`config.mk`:
```
export PLATFORM = sky130hd
export DESIGN_NAME = float_power_left_to_right_binary
export DESIGN_NICKNAME = d
export VERILOG_FILES = /design/src/hdl/fplrb_pkg.sv /design/src/hdl/float_power_left_to_right_binary.sv
export SDC_FILE = /design/constraint.sdc
export NUM_CORES = 2
export LEC_CHECK = 0
export BUFFER_PORTS_ARGS = -buffer_cell sky130_fd_sc_hd__buf_2
export CAP_MARGIN = 20
export CORE_MARGIN = 3
export CORE_UTILIZATION = 59
export CTS_CLUSTER_DIAMETER = 60
export DETAILED_ROUTE_END_ITERATION = 10
export PLACE_DENSITY = 0.84
export SYNTH_ARGS = -nofsm -noshare
export SYNTH_HDL_FRONTEND = slang
export SYNTH_SLANG_ARGS = --single-unit
export TNS_END_PERCENT = 1
```
`constraint.sdc`:
```
create_clock -name i_clk -period 9.1 [get_ports i_clk]
set_clock_uncertainty 0.15 [all_clocks]
set_input_delay 1.82 -clock i_clk [delete_from_list [all_inputs] [get_ports i_clk]]
set_output_delay 1.82 -clock i_clk [all_outputs]
set_load 0.1 [all_outputs]
```
`src/hdl/fplrb_pkg.sv`:
```
`timescale 1ns / 1ps
`default_nettype none

package fplrb_pkg;

    // Default exponent width in bits.
    localparam int unsigned EXP_BITS_DEF = 20;

    // Binary64 layout.
    localparam int unsigned F_W     = 64;
    localparam int unsigned MANT_W  = 53;
    localparam int unsigned PROD_W  = 106;
    localparam int unsigned EXPO_W  = 13;
    localparam int unsigned HALF_LO = 26;
    localparam int unsigned HALF_HI = 27;

    // Fixed bit patterns.
    localparam logic [63:0] C_ONE     = 64'h3FF0_0000_0000_0000;
    localparam logic [63:0] C_DEF_NAN = 64'hFFF8_0000_0000_0000;
    localparam logic [10:0] C_EXP_MAX = 11'h7FF;

    // Sequencer states.
    typedef enum logic [2:0] {
        S_IDLE,
        S_SCAN,
        S_SETUP,
        S_PP,
        S_NORM,
        S_ROUND,
        S_OUT
    } t_state;

endpackage

`default_nettype wire

```
`src/hdl/float_power_left_to_right_binary.sv`:
```
`timescale 1ns / 1ps
`default_nettype none
// A scan step issues each multiply, which then runs setup, four 27x27 partial products on the
// shared multiplier plus an accumulate, a normalize pass and round. Zero, infinity and NaN
// operands skip the multiplier. Subnormal operands or results add left or right normalize
// passes. One word is worked at a time. Reset (synchronous, active low) idles and drops the
// output.
module float_power_left_to_right_binary #(
    parameter int unsigned EXP_BITS = fplrb_pkg::EXP_BITS_DEF
) (
    input  wire logic                i_clk,
    input  wire logic                i_rst_n,
    input  wire logic                i_valid,
    output logic                     o_ready,
    input  wire logic [63:0]         i_base_bits,
    input  wire logic [EXP_BITS-1:0] i_exponent,
    output logic                     o_valid,
    input  wire logic                i_ready,
    output logic [63:0]              o_power_bits
);

    localparam int unsigned IDX_W = (EXP_BITS > 1) ? $clog2(EXP_BITS) : 1;
    localparam logic [IDX_W-1:0] IDX_TOP = IDX_W'(EXP_BITS - 1);

    fplrb_pkg::t_state r_state, n_state;

    logic [63:0]             r_acc;
    logic [63:0]             r_base;
    logic [EXP_BITS-1:0]     r_exp;
    logic [IDX_W-1:0]        r_idx;
    logic                    r_bits_done;
    logic                    r_started;
    logic                    r_pend_b;
    logic [63:0]             r_a;
    logic [63:0]             r_b;
    logic [2:0]              r_pp_cnt;
    logic [fplrb_pkg::PROD_W-1:0] r_part;
    logic [fplrb_pkg::PROD_W-1:0] r_sum;
    logic                    r_stk;
    logic                    r_sign;
    logic signed [fplrb_pkg::EXPO_W-1:0] r_e;
    logic                    r_ovalid;
    logic [63:0]             r_out;

    // Operand unpacking.
    logic [10:0] a_ef, b_ef;
    logic [51:0] a_fr, b_fr;
    logic        a_nan, b_nan, a_inf, b_inf, a_zero, b_zero;
    logic [52:0] a_m, b_m;
    logic [10:0] a_eeff, b_eeff;

    always_comb begin
        a_ef   = r_a[62:52];
        b_ef   = r_b[62:52];
        a_fr   = r_a[51:0];
        b_fr   = r_b[51:0];
        a_nan  = (a_ef == fplrb_pkg::C_EXP_MAX) && (a_fr != '0);
        b_nan  = (b_ef == fplrb_pkg::C_EXP_MAX) && (b_fr != '0);
        a_inf  = (a_ef == fplrb_pkg::C_EXP_MAX) && (a_fr == '0);
        b_inf  = (b_ef == fplrb_pkg::C_EXP_MAX) && (b_fr == '0);
        a_zero = (a_ef == '0) && (a_fr == '0);
        b_zero = (b_ef == '0) && (b_fr == '0);
        a_m    = {(a_ef != '0), a_fr};
        b_m    = {(b_ef != '0), b_fr};
        a_eeff = (a_ef == '0) ? 11'd1 : a_ef;
        b_eeff = (b_ef == '0) ? 11'd1 : b_ef;
    end

    // Special operands bypass the multiplier.
    logic        spec_hit;
    logic [63:0] spec_res;
    logic        p_sign;

    always_comb begin
        p_sign   = r_a[63] ^ r_b[63];
        spec_hit = 1'b1;
        priority if (a_nan) begin
            spec_res = r_a | 64'h0008_0000_0000_0000;
        end else if (b_nan) begin
            spec_res = r_b | 64'h0008_0000_0000_0000;
        end else if ((a_inf && b_zero) || (a_zero && b_inf)) begin
            spec_res = fplrb_pkg::C_DEF_NAN;
        end else if (a_inf || b_inf) begin
            spec_res = {p_sign, fplrb_pkg::C_EXP_MAX, 52'd0};
        end else if (a_zero || b_zero) begin
            spec_res = {p_sign, 63'd0};
        end else begin
            spec_hit = 1'b0;
            spec_res = '0;
        end
    end

    // Shared 27x27 multiplier: one partial product per cycle.
    logic [26:0] mul_x, mul_y;
    logic [53:0] mul_p;
    logic [fplrb_pkg::PROD_W-1:0] part_sh;

    always_comb begin
        unique case (r_pp_cnt)
            3'd0: begin
                mul_x = {1'b0, a_m[25:0]};
                mul_y = {1'b0, b_m[25:0]};
            end
            3'd1: begin
                mul_x = {1'b0, a_m[25:0]};
                mul_y = b_m[52:26];
            end
            3'd2: begin
                mul_x = a_m[52:26];
                mul_y = {1'b0, b_m[25:0]};
            end
            3'd3: begin
                mul_x = a_m[52:26];
                mul_y = b_m[52:26];
            end
            default: begin
                mul_x = '0;
                mul_y = '0;
            end
        endcase
        mul_p = {27'd0, mul_x} * {27'd0, mul_y};
        unique case (r_pp_cnt)
            3'd0:         part_sh = {52'd0, mul_p};
            3'd1, 3'd2:   part_sh = {26'd0, mul_p, 26'd0};
            3'd3:         part_sh = {mul_p[53:0], 52'd0};
            default:      part_sh = '0;
        endcase
    end

    // Normalization step: up to 16 places right for tiny results, up to 8 places left.
    logic                    need_r, need_l;
    logic signed [fplrb_pkg::EXPO_W-1:0] diff_r, emax_l;
    logic [4:0]              amt_r;
    logic [3:0]              lz8, amt_l;
    logic                    lz_found;
    logic [fplrb_pkg::PROD_W-1:0] sh_r, sh_l, lost_mask;
    logic                    lost;

    always_comb begin
        diff_r = fplrb_pkg::EXPO_W'(1) - r_e;
        emax_l = r_e - fplrb_pkg::EXPO_W'(1);
        need_r = (r_e < 1);
        need_l = !need_r && !r_sum[105] && (r_e > 1);
        amt_r  = (diff_r > 16) ? 5'd16 : diff_r[4:0];
        lz8      = 4'd8;
        lz_found = 1'b0;
        for (int k = 0; k < 8; k++) begin
            if (!lz_found && r_sum[105-k]) begin
                lz8      = 4'(k);
                lz_found = 1'b1;
            end
        end
        amt_l     = (emax_l < fplrb_pkg::EXPO_W'(lz8)) ? emax_l[3:0] : lz8;
        sh_r      = r_sum >> amt_r;
        lost_mask = ~({fplrb_pkg::PROD_W{1'b1}} << amt_r);
        lost      = |(r_sum & lost_mask);
        sh_l      = r_sum << amt_l;
    end

    // Round to nearest even, carry runs into the exponent field.
    logic [52:0] rnd_m;
    logic        rnd_g, rnd_s, rnd_up;
    logic [10:0] rnd_ef;
    logic [62:0] rnd_mag;
    logic [63:0] rnd_res;

    always_comb begin
        rnd_m   = r_sum[105:53];
        rnd_g   = r_sum[52];
        rnd_s   = (|r_sum[51:0]) | r_stk;
        rnd_up  = rnd_g && (rnd_s || rnd_m[0]);
        rnd_ef  = r_sum[105] ? r_e[10:0] : 11'd0;
        rnd_mag = {rnd_ef, rnd_m[51:0]} + {62'd0, rnd_up};
        if (r_e > 2046) begin
            rnd_res = {r_sign, fplrb_pkg::C_EXP_MAX, 52'd0};
        end else begin
            rnd_res = {r_sign, rnd_mag};
        end
    end

    // Next state.
    always_comb begin
        n_state = r_state;
        unique case (r_state)
            fplrb_pkg::S_IDLE: begin
                if (i_valid) begin
                    n_state = fplrb_pkg::S_SCAN;
                end
            end
            fplrb_pkg::S_SCAN: begin
                priority if (r_pend_b) begin
                    n_state = fplrb_pkg::S_SETUP;
                end else if (r_bits_done) begin
                    n_state = fplrb_pkg::S_OUT;
                end else if (r_started || r_exp[r_idx]) begin
                    n_state = fplrb_pkg::S_SETUP;
                end
            end
            fplrb_pkg::S_SETUP: begin
                n_state = spec_hit ? fplrb_pkg::S_SCAN : fplrb_pkg::S_PP;
            end
            fplrb_pkg::S_PP: begin
                if (r_pp_cnt == 3'd4) begin
                    n_state = fplrb_pkg::S_NORM;
                end
            end
            fplrb_pkg::S_NORM: begin
                if (!need_r && !need_l) begin
                    n_state = fplrb_pkg::S_ROUND;
                end
            end
            fplrb_pkg::S_ROUND: begin
                n_state = fplrb_pkg::S_SCAN;
            end
            fplrb_pkg::S_OUT: begin
                if (!r_ovalid || i_ready) begin
                    n_state = fplrb_pkg::S_IDLE;
                end
            end
            default: begin
                n_state = fplrb_pkg::S_IDLE;
            end
        endcase
    end

    // Outputs.
    always_comb begin
        o_ready      = (r_state == fplrb_pkg::S_IDLE);
        o_valid      = r_ovalid;
        o_power_bits = r_out;
    end

    // Control registers.
    always_ff @(posedge i_clk) begin
        if (!i_rst_n) begin
            r_state  <= fplrb_pkg::S_IDLE;
            r_ovalid <= 1'b0;
        end else begin
            r_state <= n_state;
            if (r_state == fplrb_pkg::S_OUT && (!r_ovalid || i_ready)) begin
                r_ovalid <= 1'b1;
            end else if (i_ready) begin
                r_ovalid <= 1'b0;
            end
        end
    end

    // Datapath registers.
    always_ff @(posedge i_clk) begin
        unique case (r_state)
            fplrb_pkg::S_IDLE: begin
                r_acc       <= fplrb_pkg::C_ONE;
                r_base      <= i_base_bits;
                r_exp       <= i_exponent;
                r_idx       <= IDX_TOP;
                r_bits_done <= 1'b0;
                r_started   <= 1'b0;
                r_pend_b    <= 1'b0;
            end
            fplrb_pkg::S_SCAN: begin
                if (r_pend_b) begin
                    r_a      <= r_acc;
                    r_b      <= r_base;
                    r_pend_b <= 1'b0;
                end else if (!r_bits_done) begin
                    if (r_started) begin
                        r_a      <= r_acc;
                        r_b      <= r_acc;
                        r_pend_b <= r_exp[r_idx];
                    end else if (r_exp[r_idx]) begin
                        r_a       <= r_acc;
                        r_b       <= r_base;
                        r_started <= 1'b1;
                    end
                    if (r_idx == '0) begin
                        r_bits_done <= 1'b1;
                    end else begin
                        r_idx <= r_idx - IDX_W'(1);
                    end
                end
            end
            fplrb_pkg::S_SETUP: begin
                r_pp_cnt <= 3'd0;
                r_sum    <= '0;
                r_stk    <= 1'b0;
                r_sign   <= p_sign;
                r_e      <= $signed({2'b00, a_eeff}) + $signed({2'b00, b_eeff})
                            - fplrb_pkg::EXPO_W'(1022);
                if (spec_hit) begin
                    r_acc <= spec_res;
                end
            end
            fplrb_pkg::S_PP: begin
                r_part   <= part_sh;
                r_pp_cnt <= r_pp_cnt + 3'd1;
                if (r_pp_cnt != 3'd0) begin
                    r_sum <= r_sum + r_part;
                end
            end
            fplrb_pkg::S_NORM: begin
                if (need_r) begin
                    r_sum <= sh_r;
                    r_stk <= r_stk | lost;
                    r_e   <= r_e + fplrb_pkg::EXPO_W'(amt_r);
                end else if (need_l) begin
                    r_sum <= sh_l;
                    r_e   <= r_e - fplrb_pkg::EXPO_W'(amt_l);
                end
            end
            fplrb_pkg::S_ROUND: begin
                r_acc <= rnd_res;
            end
            fplrb_pkg::S_OUT: begin
                if (!r_ovalid || i_ready) begin
                    r_out <= r_acc;
                end
            end
            default: begin
                r_acc <= r_acc;
            end
        endcase
    end

    // A fresh word always starts from an accumulator of one.
    a_start_one: assert property (@(posedge i_clk) disable iff (!i_rst_n)
        (i_valid && o_ready) |=> (r_state == fplrb_pkg::S_SCAN && r_acc == fplrb_pkg::C_ONE))
        else $error("accumulator not one at start of word");

    // Normalization never leaves an exponent below the subnormal floor.
    a_round_floor: assert property (@(posedge i_clk) disable iff (!i_rst_n)
        (r_state == fplrb_pkg::S_ROUND) |-> (r_e >= 1))
        else $error("rounding entered with exponent below one");

    // A normal in-range result has its leading bit in place before rounding.
    a_round_lead: assert property (@(posedge i_clk) disable iff (!i_rst_n)
        (r_state == fplrb_pkg::S_ROUND && r_e > 1 && r_e < 2047) |-> r_sum[105])
        else $error("product not normalized before rounding");

endmodule

`default_nettype wire
```
==> flow_metrics.tcl <==
set metrics [dict create \
    status "complete, but fails checks" \
    violations "DRC" \
    fp-row-count 123 \
    gp_congestion 1.06 \
    timing.critical_path.mode_cell "fa_1" \
    setup_slack_ns 0.184 \
    dp_slack_ns -0.264 \
    crit_path_start "r_pp_cnt[0]" \
    synth_xor_area_share_pct 2.96 \
    synth-seq-cells 582 \
    grt_pass1_vias 60434 \
    yosysSeqAreaShare_pct 25.8 \
    crit_required_ns 9.33 \
    reg2reg_from "r_pp_cnt[0]" \
    cts_inserted_buffers 75 \
    synth.mux.area_fraction_pct 8.86 \
    wl_um 284000 \
    hold_depth 0 \
    cp-start-kind "flip-flop" \
    place_hpwl_um 218000 \
    max-cap-violations 0 \
    syn_area_sq_um 67500 \
    clock_path_buffers 3 \
    worst_slew_pin_slew_ns 1.25 \
    synth_top_family_by_area "adder cells" \
    synth_fa_ha_area_share_pct 25.1 \
    io_pins 154 \
    worst_hold_path_type "flip-flop to flip-flop" \
    worstSetupPathType "flip-flop to flip-flop" \
    wire_per_inst_um 31.8 \
    synth_edf_count 578 \
    fmax_mhz 112 \
    async_flop_share_pct 0 \
    crit_path_max_incr_delay_ns 0.59 \
    grt_max_degree 69 \
    clk_pin_slew_ns 0.06 \
    layout-drive-gt1-share_pct 11.1 \
    r2r_cells 30 \
    min_from "r_acc[63]" \
    portBuffers 153 \
    reg2reg_to "r_part[71]" \
    path_buf_inv 8 \
    hold_viol 0 \
    layout_common_cells "nand2_1 (954), inv_1 (833), fa_1 (627)" \
    setup_viol 0 \
    reg2reg_slack_ns 0.18 \
    final.period_utilization_pct 98.0 \
    drv_slew 0 \
    h-tree-depth 3 \
    die_x_um 344 \
    core_area_sq_um 113000 \
    critical_path_cell_count 30 \
    crit_slowest_cell "mux2i_1" \
    cp-end-kind "flip-flop" \
    hold_end "o_power_bits[63]" \
    route.detailed.drc 22 \
    antenna_left 0 \
    syn_to_final_growth_pct 8.82 \
    period_needed_ns 8.92 \
    die_h_um 344 \
    crit_fanout 18 \
    antenna_found_initial 17 \
    start_util_pct 59.8 \
    final_common_cell "nand2_1" \
    cts-root-buf "clkbuf_16" \
    synth_cell_types 104 \
    vias 62979 \
    final_net_count 8419 \
    synth_nets 8435 \
    syn_inst 7372 \
    syn_avg_cell_area_sq_um 9.16 \
    synth-simple-area-share_pct 14.2 \
    relSlewSlack_pct 15.4 \
    nFillCells 9072 \
    crit_family "adder cells" \
    ys.flop_type "edfxtp_1" \
    dr.pass1.iters 11 \
    vias_per_cell 7.04 \
    die-area_sq_um 119000 \
    clkSinkCount 582 \
    gr-total-overflow 0 \
    synth-compound-area-share_pct 15.3 \
    yosysWarnings 0 \
    grt_util_all_layers_pct 47.1 \
    insertion_delay_ns 0.69 \
    hold_slack_ns 0.326 \
    grt_first_pass_wirelength_um 407000 \
    worstPathArrival_ns 9.14 \
    cts_tree "done" \
    detail_route.iter0.violations 10623 \
]
==> worst max path at each step <==
stage and to:
3_3_place_gp r_part[71], 3_5_place_dp r_part[71], 6_report r_part[71], 4_1_cts r_part[45], 2_1_floorplan r_part[77], 5_1_grt r_part[71]
==> cell families (layout without fill, tap and decap cells) <==
logic type,after synthesis,count (layout)
AOI/OAI and AO/OA,1508,1508
and+or+nand+nor,2156,2156
other,0,22
adders and majority gates,976,976
muxes,567,567
DFF,582,582
buffers and inverters,1355,1402
xor gates and xnor gates,228,228
==> sequential cells by signal, summed over array words and instances (netlist names) <==
register / flops
r_acc: 64
r_idx: 5
r_exp: 20
r_a: 64
o_valid: 1
o_power_bits: 64
r_pp_cnt: 3
r_stk: 1
r_pend_b: 1
r_e: 13
r_started: 1
r_sum: 106
r_base: 64
r_state: 3
r_b: 64
r_bits_done: 1
r_part: 106
r_sign: 1
==> synth_stat cells, types with 54 or more instances <==
cell type,n,share of area (%)
fa_1,627,19
a21o_1,116,1.3
ha_1,348,6.4
inv_1,834,4.6
nand2_1,958,5.3
mux2_2,121,2.0
clkbuf_1,411,2.3
a22o_1,75,0.97
nor2_1,541,3.0
edfxtp_1,578,26
a22oi_1,148,1.6
mux2i_1,431,6.4
xnor2_1,128,1.7
nor4_1,61,0.57
nor3_1,102,0.76
nand3_1,144,1.1
a21oi_1,311,2.3
xor2_1,100,1.3
nand4_1,86,0.80
buf_2,54,0.40
o21ai_0,223,1.7
o22ai_1,133,1.2
and2_1,57,0.53
o211ai_1,61,0.68
==> layer usage <==
metal,wire length [um],GRT usage (%),vias up,part of all wire (%)
met5,111,0,-,0.039
met4,19900,25.2,10,7.0
met3,46300,18.4,1281,16
met2,114000,65.7,5519,40
met1,104000,62.9,30437,36
li1,-,-,25732,-
==> per-stage QoR <==
| step | TNS, ns | std cells | util, % | area [sq um] |
|---|---|---|---|---|
| detailed placement | -2.23 | 8772 | 62.4 | 70500 |
| CTS | 0 | 8912 | 64.8 | 73100 |
| floorplan | -3.12 | 7372 | - | 67500 |
| global route | -0.0709 | 8919 | 65.0 | 73400 |
| finish | 0 | 8941 | 65.1 | 73500 |
| global placement | -1.79 | 8772 | 62.4 | 70500 |
==> worst register-to-register path: cells and delay by family (launching register included) <==
family	cells	cell delay, ns
AOI/OAI and AO/OA	8	1.57
muxes	1	0.61
and+or+nand+nor	4	0.86
DFF	1	0.42
xor gates and xnor gates	1	0.10
buffers and inverters	8	1.07
adders and majority gates	8	3.85
==> final cells by class <==
class,count,area [sq um],area share (%)
diodes,22,55.1,0.0749
clock buffers,83,1910,2.59
clock inverters,57,751,1.02
inverters,836,3140,4.28
multi-input cells,5435,45200,61.5
flip-flops and latches,582,17400,23.7
well taps,1500,1880,2.55
repair buffers,426,3140,4.27
==> what timing repair did <==
action	CTS	global route
gates cloned	0	2
endpoints found under the setup margin	20	66
pin swaps	0	3
buffers inserted	0	3
hold buffers	0	0
hold endpoints to repair	0	0
resized for setup	5	44
Power is left out: the tool's default activity adds up to more than one toggle a clock period on the data nets, which glitch-free logic cannot reach.
